<file path="config.mk">
export PLATFORM = sky130hd
export DESIGN_NAME = imh_controller
export DESIGN_NICKNAME = d
export VERILOG_FILES = /design/src/rtl/imh_pkg.sv /design/src/rtl/imh_controller.sv
export VERILOG_INCLUDE_DIRS = /design/src /design/src/rtl
export SDC_FILE = /design/constraint.sdc
export NUM_CORES = 1
export LEC_CHECK = 0
export BUFFER_PORTS_ARGS = -buffer_cell sky130_fd_sc_hd__buf_2
export CORE_MARGIN = 8
export CORE_UTILIZATION = 54
export CTS_CLUSTER_SIZE = 40
export DETAILED_ROUTE_END_ITERATION = 10
export GPL_ROUTABILITY_DRIVEN = 0
export GPL_TIMING_DRIVEN = 0
export HOLD_SLACK_MARGIN = 0.12
export PLACE_DENSITY = 0.8
export SYNTH_ARGS = -nofsm -noshare
export SYNTH_HDL_FRONTEND = slang
export SYNTH_SLANG_ARGS = --single-unit
</file>
<file path="constraint.sdc">
create_clock -name clock -period 1.8 [get_ports clock]
set_clock_uncertainty 0.1 [all_clocks]
set_input_delay 0 -clock clock [delete_from_list [all_inputs] [get_ports clock]]
set_output_delay 0 -clock clock [all_outputs]
set_load 0.02 [all_outputs]
</file>
<file path="src/rtl/indexed_min_heap_core_macros.svh">
// Assertion macros for the indexed min-heap core.
`ifndef INDEXED_MIN_HEAP_CORE_MACROS_SVH
`define INDEXED_MIN_HEAP_CORE_MACROS_SVH
// Implication checked every clock, quiet during reset.
`define IMH_ASSERT_IMPL(label, clk, rst, ante, cons, msg) \
   label: assert property (@(posedge clk) disable iff (rst) (ante) |-> (cons)) \
      else $error(msg);
// Next-cycle implication checked every clock, quiet during reset.
`define IMH_ASSERT_NEXT(label, clk, rst, ante, cons, msg) \
   label: assert property (@(posedge clk) disable iff (rst) (ante) |=> (cons)) \
      else $error(msg);
`endif

</file>
<file path="src/rtl/imh_pkg.sv">
// Package with types, constants and codes of the indexed min-heap core.
`default_nettype none
package imh_pkg;
   localparam int CAPACITY   = 256;
   localparam int MAX_VERTEX = 1023;
   localparam int KEY_BITS   = 32;
   localparam int VTX_W      = 10;
   localparam int SLOT_W     = $clog2(CAPACITY + 1);
   localparam int ADDR_W     = $clog2(CAPACITY);
   localparam int NVERT      = MAX_VERTEX + 1;
   localparam int VIDX_W     = $clog2(NVERT);

   localparam logic [1:0] OP_INSERT   = 2'd0;
   localparam logic [1:0] OP_EXTRACT  = 2'd1;
   localparam logic [1:0] OP_DECREASE = 2'd2;
   localparam logic [1:0] OP_QUERY    = 2'd3;

   localparam logic [2:0] ST_OK        = 3'd0;
   localparam logic [2:0] ST_FULL      = 3'd1;
   localparam logic [2:0] ST_RANGE     = 3'd2;
   localparam logic [2:0] ST_ABSENT    = 3'd3;
   localparam logic [2:0] ST_LARGER    = 3'd4;
   localparam logic [2:0] ST_EMPTY     = 3'd5;
   localparam logic [2:0] ST_PRESENT   = 3'd6;

   typedef struct packed {
      logic [1:0]          opcode;
      logic [VTX_W-1:0]    vertex;
      logic [KEY_BITS-1:0] key;
   } req_type;

   typedef struct packed {
      logic [2:0]          status;
      logic [VTX_W-1:0]    out_vertex;
      logic [KEY_BITS-1:0] out_key;
      logic                present;
      logic [SLOT_W-1:0]   count;
   } rsp_type;

   // datapath commands
   localparam logic [3:0] CMD_NONE     = 4'd0;
   localparam logic [3:0] CMD_LATCH    = 4'd1;  // set slot a from decoded request
   localparam logic [3:0] CMD_READ_A   = 4'd2;  // read heap at slot a
   localparam logic [3:0] CMD_READ_B   = 4'd3;  // read heap at slot b
   localparam logic [3:0] CMD_WRITE_A  = 4'd4;  // write held entry a to slot a
   localparam logic [3:0] CMD_WRITE_B  = 4'd5;  // write held entry b to slot a, advance a to b
   localparam logic [3:0] CMD_INS      = 4'd6;  // append new entry at count+1
   localparam logic [3:0] CMD_SETKEY   = 4'd7;  // a.key = request key
   localparam logic [3:0] CMD_CLRMAP   = 4'd8;  // mark vertex of a absent
   localparam logic [3:0] CMD_DEC_CNT  = 4'd9;
   localparam logic [3:0] CMD_SWAP     = 4'd10; // swap held entries a and b
   localparam logic [3:0] CMD_READ_C   = 4'd11; // read heap at second child
   localparam logic [3:0] CMD_PICK     = 4'd12; // choose smaller child into b
   localparam logic [3:0] CMD_CLEAR    = 4'd13; // clear one map row

   typedef struct packed {
      logic [3:0] cmd;
      logic       slot_from_map; // slot a taken from position map
      logic       up;            // slot b = parent of a, else left child
      logic       rsp;           // emit response
      logic [2:0] status;
   } ctl_type;

   typedef struct packed {
      logic [1:0] opcode;
      logic       in_range;
      logic       held;
      logic       full;
      logic       empty;
      logic       one_left;
      logic       larger;
      logic       at_root;
      logic       b_valid;
      logic       c_valid;
      logic       b_less;
      logic       a_less;
      logic       clear_done;
   } sts_type;
endpackage
`default_nettype wire

</file>
<file path="src/rtl/imh_controller.sv">
// Controller state machine of the indexed min-heap core.
`default_nettype none
module imh_controller import imh_pkg::*; (
   input  wire logic    clock,
   input  wire logic    reset,
   input  wire logic    req_take,
   input  wire sts_type sts,
   output ctl_type      ctl,
   output logic         busy
);
`include "indexed_min_heap_core_macros.svh"
   localparam logic [4:0] S_IDLE   = 5'd0;
   localparam logic [4:0] S_DECODE = 5'd1;
   localparam logic [4:0] S_UP_W   = 5'd2;
   localparam logic [4:0] S_UP_RB  = 5'd3;
   localparam logic [4:0] S_UP_WB  = 5'd4;
   localparam logic [4:0] S_UP_LD  = 5'd5;
   localparam logic [4:0] S_UP_CMP = 5'd6;
   localparam logic [4:0] S_UP_SW  = 5'd7;
   localparam logic [4:0] S_UP_WR  = 5'd8;
   localparam logic [4:0] S_DK_RA  = 5'd9;
   localparam logic [4:0] S_DK_WT  = 5'd10;
   localparam logic [4:0] S_DK_LD  = 5'd11;
   localparam logic [4:0] S_DK_CMP = 5'd12;
   localparam logic [4:0] S_EX_RA  = 5'd13;
   localparam logic [4:0] S_EX_WT  = 5'd14;
   localparam logic [4:0] S_EX_LD  = 5'd15;
   localparam logic [4:0] S_EX_CLR = 5'd16;
   localparam logic [4:0] S_EX_RL  = 5'd17;
   localparam logic [4:0] S_EX_WL  = 5'd18;
   localparam logic [4:0] S_EX_LL  = 5'd19;
   localparam logic [4:0] S_DN_W   = 5'd20;
   localparam logic [4:0] S_DN_RB  = 5'd21;
   localparam logic [4:0] S_DN_RC  = 5'd22;
   localparam logic [4:0] S_DN_LB  = 5'd23;
   localparam logic [4:0] S_DN_LC  = 5'd24;
   localparam logic [4:0] S_DN_PK  = 5'd25;
   localparam logic [4:0] S_DN_CMP = 5'd26;
   localparam logic [4:0] S_DN_SW  = 5'd27;
   localparam logic [4:0] S_DONE   = 5'd28;
   localparam logic [4:0] S_CLEAR  = 5'd29;

   logic [4:0] state_ff, state_in;
   logic [2:0] status_ff, status_in;

   always_comb begin
      state_in  = state_ff;
      status_in = status_ff;
      ctl       = '0;
      case (state_ff)
         S_CLEAR: begin
            ctl.cmd = CMD_CLEAR;
            if (sts.clear_done) state_in = S_IDLE;
         end
         S_IDLE: if (req_take) state_in = S_DECODE;
         S_DECODE: begin
            ctl.cmd = CMD_LATCH;
            ctl.slot_from_map = 1'b1;
            status_in = ST_OK;
            state_in  = S_DONE;
            case (sts.opcode)
               OP_INSERT: begin
                  if (sts.full) status_in = ST_FULL;
                  else if (!sts.in_range) status_in = ST_RANGE;
                  else if (sts.held) status_in = ST_PRESENT;
                  else state_in = S_UP_W;
               end
               OP_EXTRACT: begin
                  ctl.slot_from_map = 1'b0;
                  if (sts.empty) status_in = ST_EMPTY;
                  else state_in = S_EX_RA;
               end
               OP_DECREASE: begin
                  if (!sts.in_range) status_in = ST_RANGE;
                  else if (!sts.held) status_in = ST_ABSENT;
                  else state_in = S_DK_RA;
               end
               default: if (!sts.in_range) status_in = ST_RANGE;
            endcase
         end
         S_UP_W: begin
            ctl.cmd = CMD_INS;
            state_in = S_UP_WR;
         end
         S_DK_RA: begin ctl.cmd = CMD_READ_A; state_in = S_DK_WT; end
         S_DK_WT: state_in = S_DK_LD;
         S_DK_LD: state_in = S_DK_CMP;
         S_DK_CMP: begin
            if (sts.larger) begin
               status_in = ST_LARGER;
               state_in  = S_DONE;
            end else begin
               ctl.cmd  = CMD_SETKEY;
               state_in = S_UP_WR;
            end
         end
         S_UP_WR: begin
            ctl.cmd = CMD_WRITE_A;
            ctl.up  = 1'b1;
            state_in = sts.at_root ? S_DONE : S_UP_RB;
         end
         S_UP_RB: begin ctl.cmd = CMD_READ_B; state_in = S_UP_WB; end
         S_UP_WB: state_in = S_UP_LD;
         S_UP_LD: state_in = S_UP_CMP;
         S_UP_CMP: state_in = sts.a_less ? S_UP_SW : S_DONE;
         S_UP_SW: begin
            ctl.cmd  = CMD_WRITE_B;
            state_in = S_UP_WR;
         end
         S_EX_RA: begin ctl.cmd = CMD_READ_A; state_in = S_EX_WT; end
         S_EX_WT: state_in = S_EX_LD;
         S_EX_LD: state_in = S_EX_CLR;
         S_EX_CLR: begin
            ctl.cmd = CMD_CLRMAP;
            state_in = S_EX_RL;
         end
         S_EX_RL: begin ctl.cmd = CMD_DEC_CNT; state_in = sts.one_left ? S_DONE : S_EX_WL; end
         S_EX_WL: begin ctl.cmd = CMD_READ_B; state_in = S_EX_LL; end
         S_EX_LL: state_in = S_DN_LB;
         S_DN_LB: begin ctl.cmd = CMD_SWAP; state_in = S_DN_W; end
         S_DN_W: begin
            ctl.cmd = CMD_WRITE_A;
            state_in = sts.b_valid ? S_DN_RB : S_DONE;
         end
         S_DN_RB: begin ctl.cmd = CMD_READ_B; state_in = S_DN_RC; end
         S_DN_RC: begin ctl.cmd = CMD_READ_C; state_in = S_DN_LC; end
         S_DN_LC: state_in = S_DN_PK;
         S_DN_PK: begin ctl.cmd = CMD_PICK; state_in = S_DN_CMP; end
         S_DN_CMP: state_in = sts.b_less ? S_DN_SW : S_DONE;
         S_DN_SW: begin
            ctl.cmd = CMD_WRITE_B;
            state_in = S_DN_W;
         end
         S_DONE: begin
            ctl.rsp    = 1'b1;
            ctl.status = status_ff;
            state_in   = S_IDLE;
         end
         default: state_in = S_IDLE;
      endcase
   end

   always_ff @(posedge clock) begin
      if (reset) begin
         state_ff  <= S_CLEAR;
         status_ff <= ST_OK;
      end else begin
         state_ff  <= state_in;
         status_ff <= status_in;
      end
   end

   assign busy = state_ff != S_IDLE;

   `IMH_ASSERT_NEXT(a_take_decode, clock, reset, req_take, state_ff == S_DECODE,
      "accepted request did not reach decode")
   `IMH_ASSERT_IMPL(a_rsp_done, clock, reset, ctl.rsp, state_ff == S_DONE,
      "response outside done state")
   `IMH_ASSERT_NEXT(a_done_idle, clock, reset, state_ff == S_DONE, !busy,
      "done state did not return to idle")
endmodule
`default_nettype wire

</file>
==> flow_summary.yaml <==
status:
  outcome: "finished, final reports clean"
floorplan:
  die_w_um: 63.31
  die_y_um: 63.31
  initial_core_util_pct: 55.71
  core_area_um2: 2170
  core.rowCount: 17
  fp.dieArea_um2: 4008
  io_pins: 28
routing:
  drtAntennaViolNets: 0
  first_iter_violations: 66
  drc: 0
  drt_wl_total_um: 3887
  vias: 1504
  routedWlPerCell_um: 16.68
  via_per_inst: 6.455
  drtPass1Iterations: 4
place:
  hpwl_um: 2722
  pre_cts_ws_ns: 0.01017
  port_buffers: 26
synth:
  ys_types: 52
  synthArstFlopShare_pct: 0
  ys_seq_elements: 8
  ys_seq_area_share_pct: 13.25
  synth.top_cell.area_share_pct: 13.25
  syn_inst: 165
  synth_top_area_cell: "dfxtp_1"
  syn_area_per_cell_um2: 7.325
  synthesis.area_um2: 1209
  synth_edf_count: 0
  yosys-top-cells-area: "dfxtp_1 (13%), a21oi_1 (6.6%), ha_1 (5.2%)"
  synthFlopType: "dfxtp_1"
  synth-warning-count: 0
  synth_nets: 187
critical_path:
  critPathRequiredTime_ns: 1.86
  rrSetupSlack_ns: 0.03
  crit_path_max_incr_delay_ns: 0.54
  critPathLaunchType: "register"
  cp.depth: 5
  startpoint: "state_ff[3]$_SDFFE_PP1P_"
  r2r-start: "state_ff[3]$_SDFFE_PP1P_"
  worstPathCellList: "buf_4 > nor4bb_1 > a31oi_4 > o311ai_1 > or4_1"
  r2r_cells: 5
  crit_arrival_ns: 1.83
  endpoint_kind: "register"
  crit_fanout: 4
  critical_path_buf_inv_count: 1
  cpLargestDelayFamily: "simple AND/OR/NAND/NOR gates"
  cpMaxStageDelayCell: "or4_1"
  critPathKind: "reg2reg"
  rr_endpoint: "state_ff[3]$_SDFFE_PP1P_"
  crit_path_end: "state_ff[3]$_SDFFE_PP1P_"
min_path:
  hold_depth: 5
  hold_start: "sts[7]"
  hp-class: "in2reg"
layout:
  fillers: 178
  nNetsFinal: 229
  syn2layout_area_growth_pct: 30.85
  drive_gt1_share_pct: 30.24
  fin_util_pct: 72.90
  antenna_cells: 0
clock_network:
  cts_buffers: 3
  cts.sinks: 8
  cts_tree: "built"
  cts_root_buf: "clkbuf_4"
  insertion_delay_ns: 0.28
  clkTransAtPathRegs_ns: 0.07
  ctsLongestPathBuffers: 2
  h-tree-depth: 1
timing:
  finalSetupViolCount: 0
  slew_headroom_pct: 67.44
  worst_pin_slew_ns: 0.4818
  fin_crit_sh_pct: 98.45
  drv_slew: 0
  setup_slack_ns: 0.02787
  rsz0062_at_grt: "yes"
  fin_crit_ns: 1.772
  clock.fmax_mhz: 564.3
  hold_viol_final: 0
flow_run:
  maxCapViolCount: 0
power_and_ir_drop:
  internal_power_mw: 1.097
  sw_frac_of_total_pct: 52.73
  power_frac_clock_pct: 6.8
  power.density_nw_per_um2: 1467
  p_switching_mw: 1.223
  pwr-share-seq_pct: 11.8
  peakVddDrop_mv: 1.239
  power_leakage_nw: 0.6543
  p_comb_share_pct: 81.4
grt:
  grt_usage_pct: 19.13
  grt_pass1_wl_um: 6472
  grt_pass1_vias: 1438
  antenna_found_initial: 0
  grt_overflow: 0
  grt_max_degree: 20
-- power by group through the flow --
stage / clock network (mW) / logic [mW] / registers [mW]
after CTS: 0.159 / 1.69 / 0.273
final: 0.158 / 1.89 / 0.273
after detailed placement: 0 / 1.62 / 0.273
after global placement: 0 / 1.59 / 0.273
after global routing: 0.165 / 2.03 / 0.280
after floorplan: 0 / 1.25 / 0.266
-- state kept, by name, indices dropped and copies added, names as in the netlist --
| signal | cells |
|---|---|
| state_ff | 5 |
| status_ff | 3 |
-- layer usage --
layer	vias up	track usage [%]	share of wire, %
met4	0	8.635	2.9
li1	705	-	-
met2	91	31.50	47
met1	692	21.65	39
met3	16	6.714	10
met5	-	0	0
-- worst min-delay path, delay by kind of cell --
family	cells	cell delay (ns)
AOI/OAI and AO/OA	3	0.25
and+or+nand+nor	1	0.12
buffers and inverters	1	0.10
-- worst min path at each step --
stage,to
floorplan,status_ff[1]$_SDFFE_PP0P_
global placement,status_ff[1]$_SDFFE_PP0P_
detailed placement,state_ff[1]$_SDFFE_PP0P_
CTS,state_ff[1]$_SDFFE_PP0P_
global route,state_ff[1]$_SDFFE_PP0P_
finish,state_ff[1]$_SDFFE_PP0P_
-- placed cells by master (no fill, tap or decap), drive strengths merged, types with 3 or more instances in the layout --
master       netlist  final
nor4b              3      3
clkbuf             4      6
o211a              3      3
dlygate4sd3        0      9
nand3b             4      4
dfxtp              8      8
nand3              4      4
o21ai             14     14
nor4bb             3      3
nand2b             7      7
nor2b              5      5
buf               10     39
ha                 5      5
a31oi              4      4
nor2              13     13
inv                9      8
a21oi             16     16
nand2              8      8
or4                3      3
nor3               5      5
and2               3      3
nor3b              3      3
-- layout make-up --
cell class                      instances  area (µm²)  area share, %
Multi-Input combinational cell        134       953.4          60.28
Timing Repair Buffer                   40       260.3          16.46
Sequential cell                         8       161.4          10.21
Buffer                                 11       111.4          7.041
Inverter                                9       37.54          2.373
Tap cell                               28       35.03          2.215
Clock buffer                            3       22.52          1.424
-- cell usage after synthesis (all sizes together) (2+ instances only) --
library cell and n:
a21oi 16, o21ai 14, nor2 13, buf 10
inv 9, dfxtp 8, nand2 8, nand2b 7
ha 5, nor2b 5, nor3 5, a31oi 4
clkbuf 4, nand3 4, nand3b 4, and2 3
nor3b 3, nor4b 3, nor4bb 3, o211a 3
or4 3, a211oi 2, a221o 2, a221oi 2
nand4 2, o2111ai 2, o22a 2, or2 2
or3 2
-- stage by stage --
| stage | area (µm²) | hold WS [ns] | cells | total power, mW | setup TNS, ns |
|---|---|---|---|---|---|
| after global placement | 1374 | 0.1529 | 219 | 1.859 | 0 |
| after detailed placement | 1374 | 0.1590 | 219 | 1.892 | 0 |
| after floorplan | 1209 | -0.03093 | 165 | 1.516 | 0 |
| after global routing | 1582 | 0.1556 | 233 | 2.478 | -0.002366 |
| after CTS | 1510 | 0.1219 | 230 | 2.124 | 0 |
| final | 1582 | 0.1294 | 233 | 2.320 | 0 |
-- cell families (layout without fill, tap and decap cells) --
group | count (synthesis) | count (layout) | share of synthesized area [%]
AOI/OAI and AO/OA | 56 | 56 | 34.16
xor gates and xnor gates | 2 | 2 | 1.450
adders and majority gates | 5 | 5 | 5.176
buffers and inverters | 23 | 63 | 9.937
DFF | 8 | 8 | 13.25
and+or+nand+nor | 71 | 71 | 36.03
-- what timing repair did --
action | 4_1_cts | 5_1_grt
hold buffers | 9 | 0
pin swaps | 0 | 1
hold endpoints to repair | 8 | 0
setup endpoints to repair | 10 | 6
setup buffers | 1 | 4
cloned | 0 | 0
resized for setup | 10 | 18
No activity file was read; power rests on OpenSTA's default activity.
